<file path="src/uart_boot_write_memory_host_core_defines.svh">
// ----------------------------------------------------------------------------
// Assertion macros for the bootloader write-memory host
// Concurrent checks that compile away in synthesis builds.
// ----------------------------------------------------------------------------
`ifndef UART_BOOT_WRITE_MEMORY_HOST_CORE_DEFINES_SVH
`define UART_BOOT_WRITE_MEMORY_HOST_CORE_DEFINES_SVH

`ifndef SYNTHESIS
// Check that is switched off while reset is applied.
`define UWMH_ASSERT(label, prop, msg) \
  label: assert property (@(posedge clk) disable iff (rst) prop) else $error(msg);
// Check that must also hold during reset.
`define UWMH_ASSERT_ALWAYS(label, prop, msg) \
  label: assert property (@(posedge clk) prop) else $error(msg);
`else
`define UWMH_ASSERT(label, prop, msg)
`define UWMH_ASSERT_ALWAYS(label, prop, msg)
`endif

`endif

</file>
<file path="src/uwmh_pkg.sv">
// ----------------------------------------------------------------------------
// Bootloader write-memory host package
// Shared types, protocol bytes and register map of the write-memory host.
// ----------------------------------------------------------------------------
package uwmh_pkg;

  // Bootloader protocol bytes.
  localparam logic [7:0] ACK_BYTE  = 8'h79;
  localparam logic [7:0] NACK_BYTE = 8'h1F;
  localparam logic [7:0] BUSY_BYTE = 8'h76;
  localparam logic [7:0] PAD_BYTE  = 8'hFF;
  localparam logic [1:0] ALIGN_MASK = 2'h3;

  // Defaults for the top-level parameters.
  localparam int MAX_FRAME_BYTES_DEF = 256;
  localparam int QUEUE_DEPTH_DEF     = 2;

  // Most results a single request can cause.
  localparam int MAX_RESULTS = 6;

  // Register map and reset values.
  localparam logic [2:0]  ADDR_WRITE_COMMAND  = 3'd0;
  localparam logic [2:0]  ADDR_TIMEOUT_TICKS  = 3'd4;
  localparam logic [7:0]  WRITE_COMMAND_RST   = 8'h31;
  localparam logic [31:0] TIMEOUT_TICKS_RST   = 32'd1000;

  typedef enum logic [1:0] {
    REQ_START = 2'd0,
    REQ_DATA  = 2'd1,
    REQ_REPLY = 2'd2,
    REQ_TICK  = 2'd3
  } req_e_t;

  typedef enum logic [2:0] {
    ST_BUSY       = 3'd0,
    ST_OK         = 3'd1,
    ST_NACK       = 3'd2,
    ST_UNEXPECTED = 3'd3,
    ST_TIMEOUT    = 3'd4,
    ST_BAD        = 3'd5
  } status_t;

  typedef enum logic [2:0] {
    PH_IDLE       = 3'd0,
    PH_WAIT_CMD   = 3'd1,
    PH_WAIT_ADDR  = 3'd2,
    PH_DATA       = 3'd3,
    PH_WAIT_FINAL = 3'd4
  } phase_t;

  // One incoming request.
  typedef struct packed {
    logic [1:0]  req_type;
    logic [31:0] address;
    logic [8:0]  length;
    logic [7:0]  data_byte;
    logic [7:0]  reply_byte;
  } request_t;

  // One result.
  typedef struct packed {
    logic [7:0] tx_byte;
    logic       tx_valid;
    logic       last;
    logic [2:0] status;
  } result_t;

  // Work for the back end: up to six results of one request.
  typedef struct packed {
    logic [MAX_RESULTS-1:0][7:0] bytes;
    logic [2:0]                  count;
    logic                        tx;
    status_t                     status;
  } desc_t;

endpackage

</file>
<file path="src/uwmh_front.sv">
// ----------------------------------------------------------------------------
// Write-memory host front end
// Takes requests, runs the exchange state machine and queues result work.
// ----------------------------------------------------------------------------
module uwmh_front #(
  parameter int MAX_FRAME_BYTES = uwmh_pkg::MAX_FRAME_BYTES_DEF
) (
  input  logic              clk,
  input  logic              rst,
  input  logic              push,
  output logic              full,
  input  uwmh_pkg::request_t request,
  input  logic [7:0]        write_command,
  input  logic [31:0]       timeout_ticks,
  output logic              q_push,
  output uwmh_pkg::desc_t   q_desc,
  input  logic              q_full
);

`include "uart_boot_write_memory_host_core_defines.svh"

  uwmh_pkg::phase_t phase, phase_next;
  logic [31:0] target_address, target_address_next;
  logic [8:0]  bytes_left, bytes_left_next;
  logic [8:0]  padded_length, padded_length_next;
  logic [7:0]  running_checksum, running_checksum_next;
  logic        first_pending, first_pending_next;
  logic [31:0] wait_counter, wait_counter_next;

  logic        accept;
  logic        waiting;
  logic [2:0]  n;
  logic [7:0]  csum;
  logic [8:0]  pad_dec;
  logic [31:0] wait_inc;
  logic [7:0]  addr_xor;

  function automatic uwmh_pkg::desc_t status_desc(uwmh_pkg::status_t s);
    uwmh_pkg::desc_t d;
    d        = '0;
    d.count  = 3'd1;
    d.tx     = 1'b0;
    d.status = s;
    return d;
  endfunction

  assign full    = q_full;
  assign accept  = push && !q_full;
  assign waiting = (phase == uwmh_pkg::PH_WAIT_CMD) || (phase == uwmh_pkg::PH_WAIT_ADDR) ||
                   (phase == uwmh_pkg::PH_WAIT_FINAL);
  assign pad_dec  = padded_length - 9'd1;
  assign wait_inc = wait_counter + 32'd1;
  assign addr_xor = target_address[31:24] ^ target_address[23:16] ^
                    target_address[15:8] ^ target_address[7:0];

  // State registers.
  always_ff @(posedge clk) begin
    if (rst) begin
      phase            <= uwmh_pkg::PH_IDLE;
      target_address   <= '0;
      bytes_left       <= '0;
      padded_length    <= '0;
      running_checksum <= '0;
      first_pending    <= 1'b0;
      wait_counter     <= '0;
    end else begin
      phase            <= phase_next;
      target_address   <= target_address_next;
      bytes_left       <= bytes_left_next;
      padded_length    <= padded_length_next;
      running_checksum <= running_checksum_next;
      first_pending    <= first_pending_next;
      wait_counter     <= wait_counter_next;
    end
  end

  // Next state and the result work of the accepted request.
  always_comb begin
    phase_next            = phase;
    target_address_next   = target_address;
    bytes_left_next       = bytes_left;
    padded_length_next    = padded_length;
    running_checksum_next = running_checksum;
    first_pending_next    = first_pending;
    wait_counter_next     = wait_counter;
    q_push                = 1'b0;
    q_desc                = '0;
    q_desc.status         = uwmh_pkg::ST_BUSY;
    n                     = 3'd0;
    csum                  = running_checksum;

    if (accept) begin
      unique case (uwmh_pkg::req_e_t'(request.req_type))
        uwmh_pkg::REQ_START: begin
          q_push = 1'b1;
          if (phase != uwmh_pkg::PH_IDLE) begin
            q_desc = status_desc(uwmh_pkg::ST_BAD);
          end else if (request.length == 9'd0) begin
            q_desc = status_desc(uwmh_pkg::ST_OK);
          end else if (request.length > 9'(MAX_FRAME_BYTES) ||
                       (request.address[1:0] & uwmh_pkg::ALIGN_MASK) != 2'd0) begin
            q_desc = status_desc(uwmh_pkg::ST_BAD);
          end else begin
            target_address_next = request.address;
            bytes_left_next     = request.length;
            padded_length_next  = (request.length + 9'd3) & ~9'd3;
            first_pending_next  = 1'b0;
            wait_counter_next   = '0;
            phase_next          = uwmh_pkg::PH_WAIT_CMD;
            q_desc.bytes[0]     = write_command;
            q_desc.bytes[1]     = write_command ^ uwmh_pkg::PAD_BYTE;
            q_desc.count        = 3'd2;
            q_desc.tx           = 1'b1;
          end
        end

        uwmh_pkg::REQ_DATA: begin
          q_push = 1'b1;
          if (phase != uwmh_pkg::PH_DATA || bytes_left == 9'd0 || padded_length == 9'd0) begin
            q_desc = status_desc(uwmh_pkg::ST_BAD);
          end else begin
            // The length byte leaves ahead of the first payload byte.
            if (first_pending) begin
              q_desc.bytes[n] = running_checksum;
              n = n + 3'd1;
            end
            csum = csum ^ request.data_byte;
            q_desc.bytes[n] = request.data_byte;
            n = n + 3'd1;
            bytes_left_next    = bytes_left - 9'd1;
            padded_length_next = pad_dec;
            first_pending_next = 1'b0;
            // Last payload byte: pad to a word and close with the checksum.
            if (bytes_left == 9'd1) begin
              for (int i = 0; i < 3; i++) begin
                if (9'(i) < pad_dec) begin
                  q_desc.bytes[n] = uwmh_pkg::PAD_BYTE;
                  n = n + 3'd1;
                  csum = csum ^ uwmh_pkg::PAD_BYTE;
                end
              end
              q_desc.bytes[n] = csum;
              n = n + 3'd1;
              padded_length_next = '0;
              wait_counter_next  = '0;
              phase_next         = uwmh_pkg::PH_WAIT_FINAL;
            end
            running_checksum_next = csum;
            q_desc.count = n;
            q_desc.tx    = 1'b1;
          end
        end

        uwmh_pkg::REQ_REPLY: begin
          if (waiting && request.reply_byte != uwmh_pkg::BUSY_BYTE) begin
            if (request.reply_byte == uwmh_pkg::NACK_BYTE) begin
              q_push     = 1'b1;
              q_desc     = status_desc(uwmh_pkg::ST_NACK);
              phase_next = uwmh_pkg::PH_IDLE;
            end else if (request.reply_byte != uwmh_pkg::ACK_BYTE) begin
              q_push     = 1'b1;
              q_desc     = status_desc(uwmh_pkg::ST_UNEXPECTED);
              phase_next = uwmh_pkg::PH_IDLE;
            end else if (phase == uwmh_pkg::PH_WAIT_CMD) begin
              // Address, most significant byte first, then its XOR.
              q_push            = 1'b1;
              q_desc.bytes[0]   = target_address[31:24];
              q_desc.bytes[1]   = target_address[23:16];
              q_desc.bytes[2]   = target_address[15:8];
              q_desc.bytes[3]   = target_address[7:0];
              q_desc.bytes[4]   = addr_xor;
              q_desc.count      = 3'd5;
              q_desc.tx         = 1'b1;
              wait_counter_next = '0;
              phase_next        = uwmh_pkg::PH_WAIT_ADDR;
            end else if (phase == uwmh_pkg::PH_WAIT_ADDR) begin
              running_checksum_next = pad_dec[7:0];
              first_pending_next    = 1'b1;
              phase_next            = uwmh_pkg::PH_DATA;
            end else begin
              q_push     = 1'b1;
              q_desc     = status_desc(uwmh_pkg::ST_OK);
              phase_next = uwmh_pkg::PH_IDLE;
            end
          end
        end

        uwmh_pkg::REQ_TICK: begin
          if (waiting) begin
            wait_counter_next = wait_inc;
            if (wait_inc >= timeout_ticks) begin
              q_push     = 1'b1;
              q_desc     = status_desc(uwmh_pkg::ST_TIMEOUT);
              phase_next = uwmh_pkg::PH_IDLE;
            end
          end
        end

        default: begin
          q_push = 1'b0;
        end
      endcase
    end
  end

  // The second acknowledge opens the payload phase with the length byte pending.
  `UWMH_ASSERT(a_second_ack_opens_data, (accept && request.req_type == uwmh_pkg::REQ_REPLY && request.reply_byte == uwmh_pkg::ACK_BYTE && phase == uwmh_pkg::PH_WAIT_ADDR) |=> (phase == uwmh_pkg::PH_DATA && first_pending), "second ack did not open the payload phase")
  // Queued work always holds at least one result and never overruns the queue.
  `UWMH_ASSERT(a_push_nonempty, q_push |-> (q_desc.count != 3'd0 && !q_full), "bad push into the work queue")

endmodule

</file>
<file path="src/uwmh_desc_fifo.sv">
// ----------------------------------------------------------------------------
// Write-memory host work queue
// Small register queue between front end and back end.
// ----------------------------------------------------------------------------
module uwmh_desc_fifo #(
  parameter int DEPTH = uwmh_pkg::QUEUE_DEPTH_DEF
) (
  input  logic            clk,
  input  logic            rst,
  input  logic            wr_en,
  input  uwmh_pkg::desc_t wr_data,
  output logic            full,
  output logic            valid,
  output uwmh_pkg::desc_t head,
  input  logic            rd_en
);

`include "uart_boot_write_memory_host_core_defines.svh"

  localparam int PW = (DEPTH > 1) ? $clog2(DEPTH) : 1;
  localparam int CW = $clog2(DEPTH + 1);

  uwmh_pkg::desc_t entries [DEPTH];
  logic [PW-1:0] wr_ptr;
  logic [PW-1:0] rd_ptr;
  logic [CW-1:0] count;
  logic          do_wr;
  logic          do_rd;

  assign full  = (count == CW'(DEPTH));
  assign valid = (count != '0);
  assign head  = entries[rd_ptr];
  assign do_wr = wr_en && !full;
  assign do_rd = rd_en && valid;

  // Pointers and fill count.
  always_ff @(posedge clk) begin
    if (rst) begin
      wr_ptr <= '0;
      rd_ptr <= '0;
      count  <= '0;
    end else begin
      if (do_wr) begin
        wr_ptr <= (wr_ptr == PW'(DEPTH - 1)) ? '0 : wr_ptr + PW'(1);
      end
      if (do_rd) begin
        rd_ptr <= (rd_ptr == PW'(DEPTH - 1)) ? '0 : rd_ptr + PW'(1);
      end
      if (do_wr && !do_rd) begin
        count <= count + CW'(1);
      end else if (do_rd && !do_wr) begin
        count <= count - CW'(1);
      end
    end
  end

  // Entry storage.
  always_ff @(posedge clk) begin
    if (do_wr) begin
      entries[wr_ptr] <= wr_data;
    end
  end

  // The fill count never exceeds the depth.
  `UWMH_ASSERT(a_count_bound, count <= CW'(DEPTH), "work queue count out of range")

endmodule

</file>
<file path="src/uwmh_back.sv">
// ----------------------------------------------------------------------------
// Write-memory host back end
// Expands queued work into results via an output register, one per cycle if popped.
// ----------------------------------------------------------------------------
module uwmh_back (
  input  logic              clk,
  input  logic              rst,
  input  logic              q_valid,
  input  uwmh_pkg::desc_t   q_head,
  output logic              q_pop,
  output logic              empty,
  input  logic              pop,
  output uwmh_pkg::result_t result
);

`include "uart_boot_write_memory_host_core_defines.svh"

  logic [2:0]        idx;
  logic              out_valid;
  uwmh_pkg::result_t out_reg;
  logic              advance;
  logic              at_last;

  assign advance = q_valid && (!out_valid || pop);
  assign at_last = (idx == q_head.count - 3'd1);
  assign q_pop   = advance && at_last;
  assign empty   = !out_valid;
  assign result  = out_reg;

  // Result index within the head entry and output valid flag.
  always_ff @(posedge clk) begin
    if (rst) begin
      idx       <= '0;
      out_valid <= 1'b0;
    end else begin
      if (advance) begin
        out_valid <= 1'b1;
        idx       <= at_last ? 3'd0 : idx + 3'd1;
      end else if (pop) begin
        out_valid <= 1'b0;
      end
    end
  end

  // Output register.
  always_ff @(posedge clk) begin
    if (advance) begin
      out_reg.tx_byte  <= q_head.bytes[idx];
      out_reg.tx_valid <= q_head.tx;
      out_reg.last     <= at_last;
      out_reg.status   <= q_head.status;
    end
  end

  // The index stays inside the head entry.
  `UWMH_ASSERT(a_idx_in_entry, q_valid |-> (idx < q_head.count), "result index past entry")
  // A transmitted byte never carries a final status.
  `UWMH_ASSERT(a_tx_status_busy, (out_valid && out_reg.tx_valid) |-> (out_reg.status == uwmh_pkg::ST_BUSY), "transmit result with final status")
  // The index is back at the start when nothing is queued after reset.
  `UWMH_ASSERT_ALWAYS(a_idx_reset, $past(rst) |-> (idx == 3'd0), "index not cleared by reset")

endmodule

</file>
<file path="src/uart_boot_write_memory_host_core.sv">
// ----------------------------------------------------------------------------
// Bootloader write-memory host core
// Host side of a serial bootloader write-memory exchange.
// ----------------------------------------------------------------------------
// A request is taken whenever the work queue (two entries by default) has
// room; the front end updates the exchange state at once and queues the
// bytes that the request causes. The back end delivers one result per cycle
// through its output register while results are popped. Results of a request:
// none for busy replies, ticks and the second acknowledge, one for a status,
// two for the command, five for the address and up to six for the last
// payload byte. The first result passes the work queue, then the output
// register. The user must write configuration over the APB port only while
// the core is idle; the core itself does not enforce this.
module uart_boot_write_memory_host_core #(
  parameter int MAX_FRAME_BYTES = uwmh_pkg::MAX_FRAME_BYTES_DEF,
  parameter int QUEUE_DEPTH     = uwmh_pkg::QUEUE_DEPTH_DEF
) (
  input  logic              clk,
  input  logic              rst,
  input  logic              push,
  output logic              full,
  input  uwmh_pkg::request_t request,
  output logic              empty,
  input  logic              pop,
  output uwmh_pkg::result_t result,
  input  logic              psel,
  input  logic              penable,
  input  logic              pwrite,
  input  logic [2:0]        paddr,
  input  logic [31:0]       pwdata,
  output logic [31:0]       prdata,
  output logic              pready
);

  logic [7:0]      write_command;
  logic [31:0]     timeout_ticks;
  logic            cfg_write;
  logic            q_push;
  uwmh_pkg::desc_t q_desc;
  logic            q_full;
  logic            q_valid;
  uwmh_pkg::desc_t q_head;
  logic            q_pop;

  assign pready    = 1'b1;
  assign cfg_write = psel && penable && pwrite && pready;

  // Configuration registers, selected by word address.
  always_ff @(posedge clk) begin
    if (rst) begin
      write_command <= uwmh_pkg::WRITE_COMMAND_RST;
      timeout_ticks <= uwmh_pkg::TIMEOUT_TICKS_RST;
    end else if (cfg_write) begin
      if (paddr[2]) begin
        timeout_ticks <= pwdata;
      end else begin
        write_command <= pwdata[7:0];
      end
    end
  end

  // Register read-back.
  always_comb begin
    unique case (paddr)
      uwmh_pkg::ADDR_WRITE_COMMAND: prdata = {24'd0, write_command};
      uwmh_pkg::ADDR_TIMEOUT_TICKS: prdata = timeout_ticks;
      default:                      prdata = '0;
    endcase
  end

  uwmh_front #(
    .MAX_FRAME_BYTES(MAX_FRAME_BYTES)
  ) u_front (
    .clk           (clk),
    .rst           (rst),
    .push          (push),
    .full          (full),
    .request       (request),
    .write_command (write_command),
    .timeout_ticks (timeout_ticks),
    .q_push        (q_push),
    .q_desc        (q_desc),
    .q_full        (q_full)
  );

  uwmh_desc_fifo #(
    .DEPTH(QUEUE_DEPTH)
  ) u_queue (
    .clk     (clk),
    .rst     (rst),
    .wr_en   (q_push),
    .wr_data (q_desc),
    .full    (q_full),
    .valid   (q_valid),
    .head    (q_head),
    .rd_en   (q_pop)
  );

  uwmh_back u_back (
    .clk     (clk),
    .rst     (rst),
    .q_valid (q_valid),
    .q_head  (q_head),
    .q_pop   (q_pop),
    .empty   (empty),
    .pop     (pop),
    .result  (result)
  );

endmodule
</file>
<file path="config.mk">
export PLATFORM = sky130hd
export DESIGN_NAME = uart_boot_write_memory_host_core
export DESIGN_NICKNAME = d
export VERILOG_FILES = /design/src/uwmh_pkg.sv /design/src/uwmh_front.sv /design/src/uwmh_desc_fifo.sv /design/src/uwmh_back.sv /design/src/uart_boot_write_memory_host_core.sv
export VERILOG_INCLUDE_DIRS = /design/src /design/src/src
export SDC_FILE = /design/constraint.sdc
export NUM_CORES = 1
export LEC_CHECK = 0
export BUFFER_PORTS_ARGS = -buffer_cell sky130_fd_sc_hd__buf_2
export CELL_PAD_IN_SITES_DETAIL_PLACEMENT = 1
export CELL_PAD_IN_SITES_GLOBAL_PLACEMENT = 1
export CORE_MARGIN = 2
export CORE_UTILIZATION = 40
export DETAILED_ROUTE_END_ITERATION = 10
export GPL_TIMING_DRIVEN = 0
export MAX_ROUTING_LAYER = met4
export PLACE_DENSITY = 0.83
export SLEW_MARGIN = 5
export SYNTH_ARGS = -nofsm -noshare
export SYNTH_HDL_FRONTEND = slang
export SYNTH_SLANG_ARGS = --single-unit
</file>
<file path="constraint.sdc">
create_clock -name clk -period 8.35 [get_ports clk]
set_input_delay 1.67 -clock clk [delete_from_list [all_inputs] [get_ports clk]]
set_output_delay 1.67 -clock clk [all_outputs]
set_load 0.005 [all_outputs]
</file>
==> impl_metrics.toml <==
[yosys]
syn_inst = 1603
synth.most_common_cell = "nand2_1"
yosys.area_share.adder_pct = 3.791
synthSimpleGateAreaFrac_pct = 18.79
synth_area_per_cell_sq_um = 9.182
synth-xor-area-share_pct = 6.511
synth_compound_area_share_pct = 15.73
yosys_warnings = 0
synth_area_sq_um = 14720
synth-main-ff-cell = "dfxtp_1"
netlist.area_leader.share_pct = 25.09
synthArstFlopShare_pct = 0
netlist-cell-type-count = 81
ys_top_cells_by_count = "221 x nand2_1, 168 x a21oi_1, 143 x dfxtp_1, 132 x nor2_1, 123 x edfxtp_1"
muxShareOfSynthArea_pct = 6.129
synth_seq_area_share_pct = 44.54
ys_ff_latch = 266
synth_top_family_by_area = "simple AND/OR/NAND/NOR gates"
yosysTopAreaCell = "edfxtp_1"
synth_edf_count = 123
synth_nets = 1748
synth.area.top_cells = "edfxtp_1 25%, dfxtp_1 19%, a21oi_1 5.7%, nand2_1 5.6%, mux4_2 3.7%"

[pwr]
power_mw = 3.346
p_int_mw = 2.427
p_sw_share_pct = 27.49
p_per_area_nw_per_um2 = 196.0
pwr-share-seq_pct = 43.9
p_clk_share_pct = 40.1
p_sw_uw = 919.8
p_leak_nw = 6.271
ir_drop_mv = 0.1603
power_frac_comb_pct = 16.0

[cts]
cts_setup_buffers = 0
clk_pin_slew_ps = 60
cts_inserted_buffers = 30
postCtsHoldBufs = 0
cts_tree = "built"
clkLatencyLatePin_ps = 600
cts_buffer_depth = 3
htree_levels = 1
cts_root_buffer = "clkbuf_16"
cts_resized = 0
clock_sinks = 266

[routing]
wl_um = 48860
route.detailed.drc = 0
wl_met2_um = 23940
route.detailed.wl_per_inst_um = 21.55
drt-met1-wl_um = 21240
wl_met3_um = 2499
num_vias = 13030
drtAntennaViolNets = 0
dr.pass1.iters = 5
vias_per_cell = 5.749
top_layer_used = "met4"
drt_iter0_drc = 922

[cells_and_area]
area_growth_pct = 15.97
seq_area_sq_um = 6556
fin_util_pct = 46.85
fillers = 4309
finalNetCount = 1920
finalNonFillerCells = 2267
drive_above_1_share_pct = 14.51
antenna_cells = 0
multi_input_area_sq_um = 7512

[global_route]
antenna_found_initial = 0
track_usage_pct = 26.11
grt_max_degree = 37
grt_first_pass_wirelength_um = 76110
grt_overflow_total = 0
grt_pass1_vias = 13530

[setup_path]
r2r_setup_slack_ps = 2580
r2r_end = "u_queue.entries[1][37]"
cp_slowest_cell = "nor4_1"
worstPathRequired_ps = 8630
arrival_ps = 6050
path_cells = "ha_1 > nand2_1 > nor4_1 > and3_1 > and3_1 > xnor2_1 > ha_1 > and4_1 > nand2_1 > a211oi_1 > a211oi_1 > o31ai_1 > and2_2 > buf_12"
rr_worst_depth = 14
timing.rr.start = "u_front.wait_counter[0]"
cp-start-kind = "register"
cp_num_buf_inv = 1
crit_family = "simple AND/OR/NAND/NOR gates"
critPathMaxStageDelay_ps = 1020
end_kind = "register"
path_max_fanout = 36
critPathKind = "register to register"

[sta]
fin_crit_ps = 5770
setup_viol = 0
fin_ws_ps = 2580
tns_ps = 0
period_share_pct = 69.11
hold_viol = 0
worst_slew_pin_slew_ps = 1214
rsz0062_at_grt = "no"
skew_ps = 22.97
slew_viol_final = 0
max_freq_ghz = 0.1733
slew_headroom_pct = 18.30

[floorplanning]
start_util_pct = 40.40
rows = 70
die_x_um = 195.8
core_sq_um = 36430
die_area_sq_um = 38350
fp.dieH_um = 195.8
io_pins = 149

[place]
placed_cells = 2211
port_buffers = 137
post-place-ws_ps = 2854
place.gp.congestion = 0.9407
place_hpwl_um = 37440

[hold_path]
worstHoldStart = "timeout_ticks[21]"
hold_depth = 2
hp-class = "register to register"
worstHoldEndpoint = "timeout_ticks[21]"

[flow_run]
maxCapViolCount = 0

[status]
outcome = "finished, final reports clean"
## layer usage
| layer | global-route usage [%] | vias to the layer above |
|---|---|---|
| li1 | - | 6078 |
| met1 | 32.62 | 6515 |
| met5 | - | - |
| met4 | 7.744 | 0 |
| met3 | 3.112 | 84 |
| met2 | 44.58 | 355 |
## final cells by class
class / instances / area share, %
Clock inverter: 7 / 0.5058
Buffer: 100 / 2.302
Tap cell: 468 / 3.430
Multi-Input combinational cell: 1166 / 44.01
Sequential cell: 266 / 38.41
Timing Repair Buffer: 140 / 4.413
Inverter: 71 / 1.561
Clock buffer: 49 / 5.373
## kinds of logic after synthesis
family                   Yosys count
AO/OA/AOI/OAI                    378
XOR/XNOR                         100
adder cells (fa/ha/maj)           44
buffers and inverters            171
flip-flops                       266
multiplexers                      59
other                              1
AND/OR/NAND/NOR                  584
## through the flow
stage | cell area (sq um) | hold slack (ps)
3_5_place_dp | 16070 | 447.5
3_3_place_gp | 15990 | 442.2
5_1_grt | 17070 | 487.0
6_report | 17070 | 455.0
4_1_cts | 17070 | 455.9
2_1_floorplan | 14720 | 436.3
## how the worst max path moves through the flow
stage                            start                endpoint  slack, ps  depth (start not counted)
2_1_floorplan  u_front.wait_counter[0]   u_queue.entries[0][0]       2310                         13
3_3_place_gp   u_front.wait_counter[0]  u_queue.entries[0][33]         40                         13
3_5_place_dp   u_front.wait_counter[0]  u_queue.entries[1][35]       2850                         14
4_1_cts        u_front.wait_counter[0]  u_queue.entries[1][29]       2710                         14
5_1_grt        u_front.wait_counter[0]  u_queue.entries[1][29]       2370                         14
6_report       u_front.wait_counter[0]  u_queue.entries[1][37]       2580                         14
## tightest hold or removal path: cells and delay by family, from the launching register on
| kind | cells | cell delay (ps) |
|---|---|---|
| simple gates | 1 | 50 |
| compound gates | 1 | 50 |
| flops | 1 | 310 |
## power groups by stage
| stage | sequential, mW | clock [mW] | combinational, mW |
|---|---|---|---|
| 2_1_floorplan | 1.49 | 0 | 0.333 |
| 3_3_place_gp | 1.50 | 0 | 0.508 |
| 3_5_place_dp | 1.50 | 0 | 0.534 |
| 4_1_cts | 1.47 | 1.36 | 0.540 |
| 5_1_grt | 1.48 | 1.40 | 0.584 |
| 6_report | 1.47 | 1.34 | 0.535 |
## registers in the layout, indices dropped and copies added, names as in the netlist, 2 cells and up, named ones only
signal and cells:
u_queue.count 2, u_back.idx 3, u_queue.entries 110, write_command 8, u_front.padded_length 9, u_front.bytes_left 9, u_front.target_address 32, u_front.running_checksum 8
timeout_ticks 32, u_front.phase 3, u_back.result 13, u_front.wait_counter 32
## layout by cell type, fill, tap and decap left out, types with 12 or more instances in the layout
master / instances
a211o_1: 18
a21oi_1: 168
and3_1: 12
buf_2: 146
clkbuf_1: 83
clkbuf_16: 30
dfxtp_1: 143
edfxtp_1: 123
ha_1: 43
inv_1: 70
mux2i_1: 26
mux4_2: 24
nand2_1: 221
nand2b_1: 12
nand3_1: 27
nor2_1: 132
nor3_1: 66
o21ai_0: 69
or3_1: 18
xnor2_1: 60
xor2_1: 34
No activity file was read; power rests on OpenSTA's default activity.
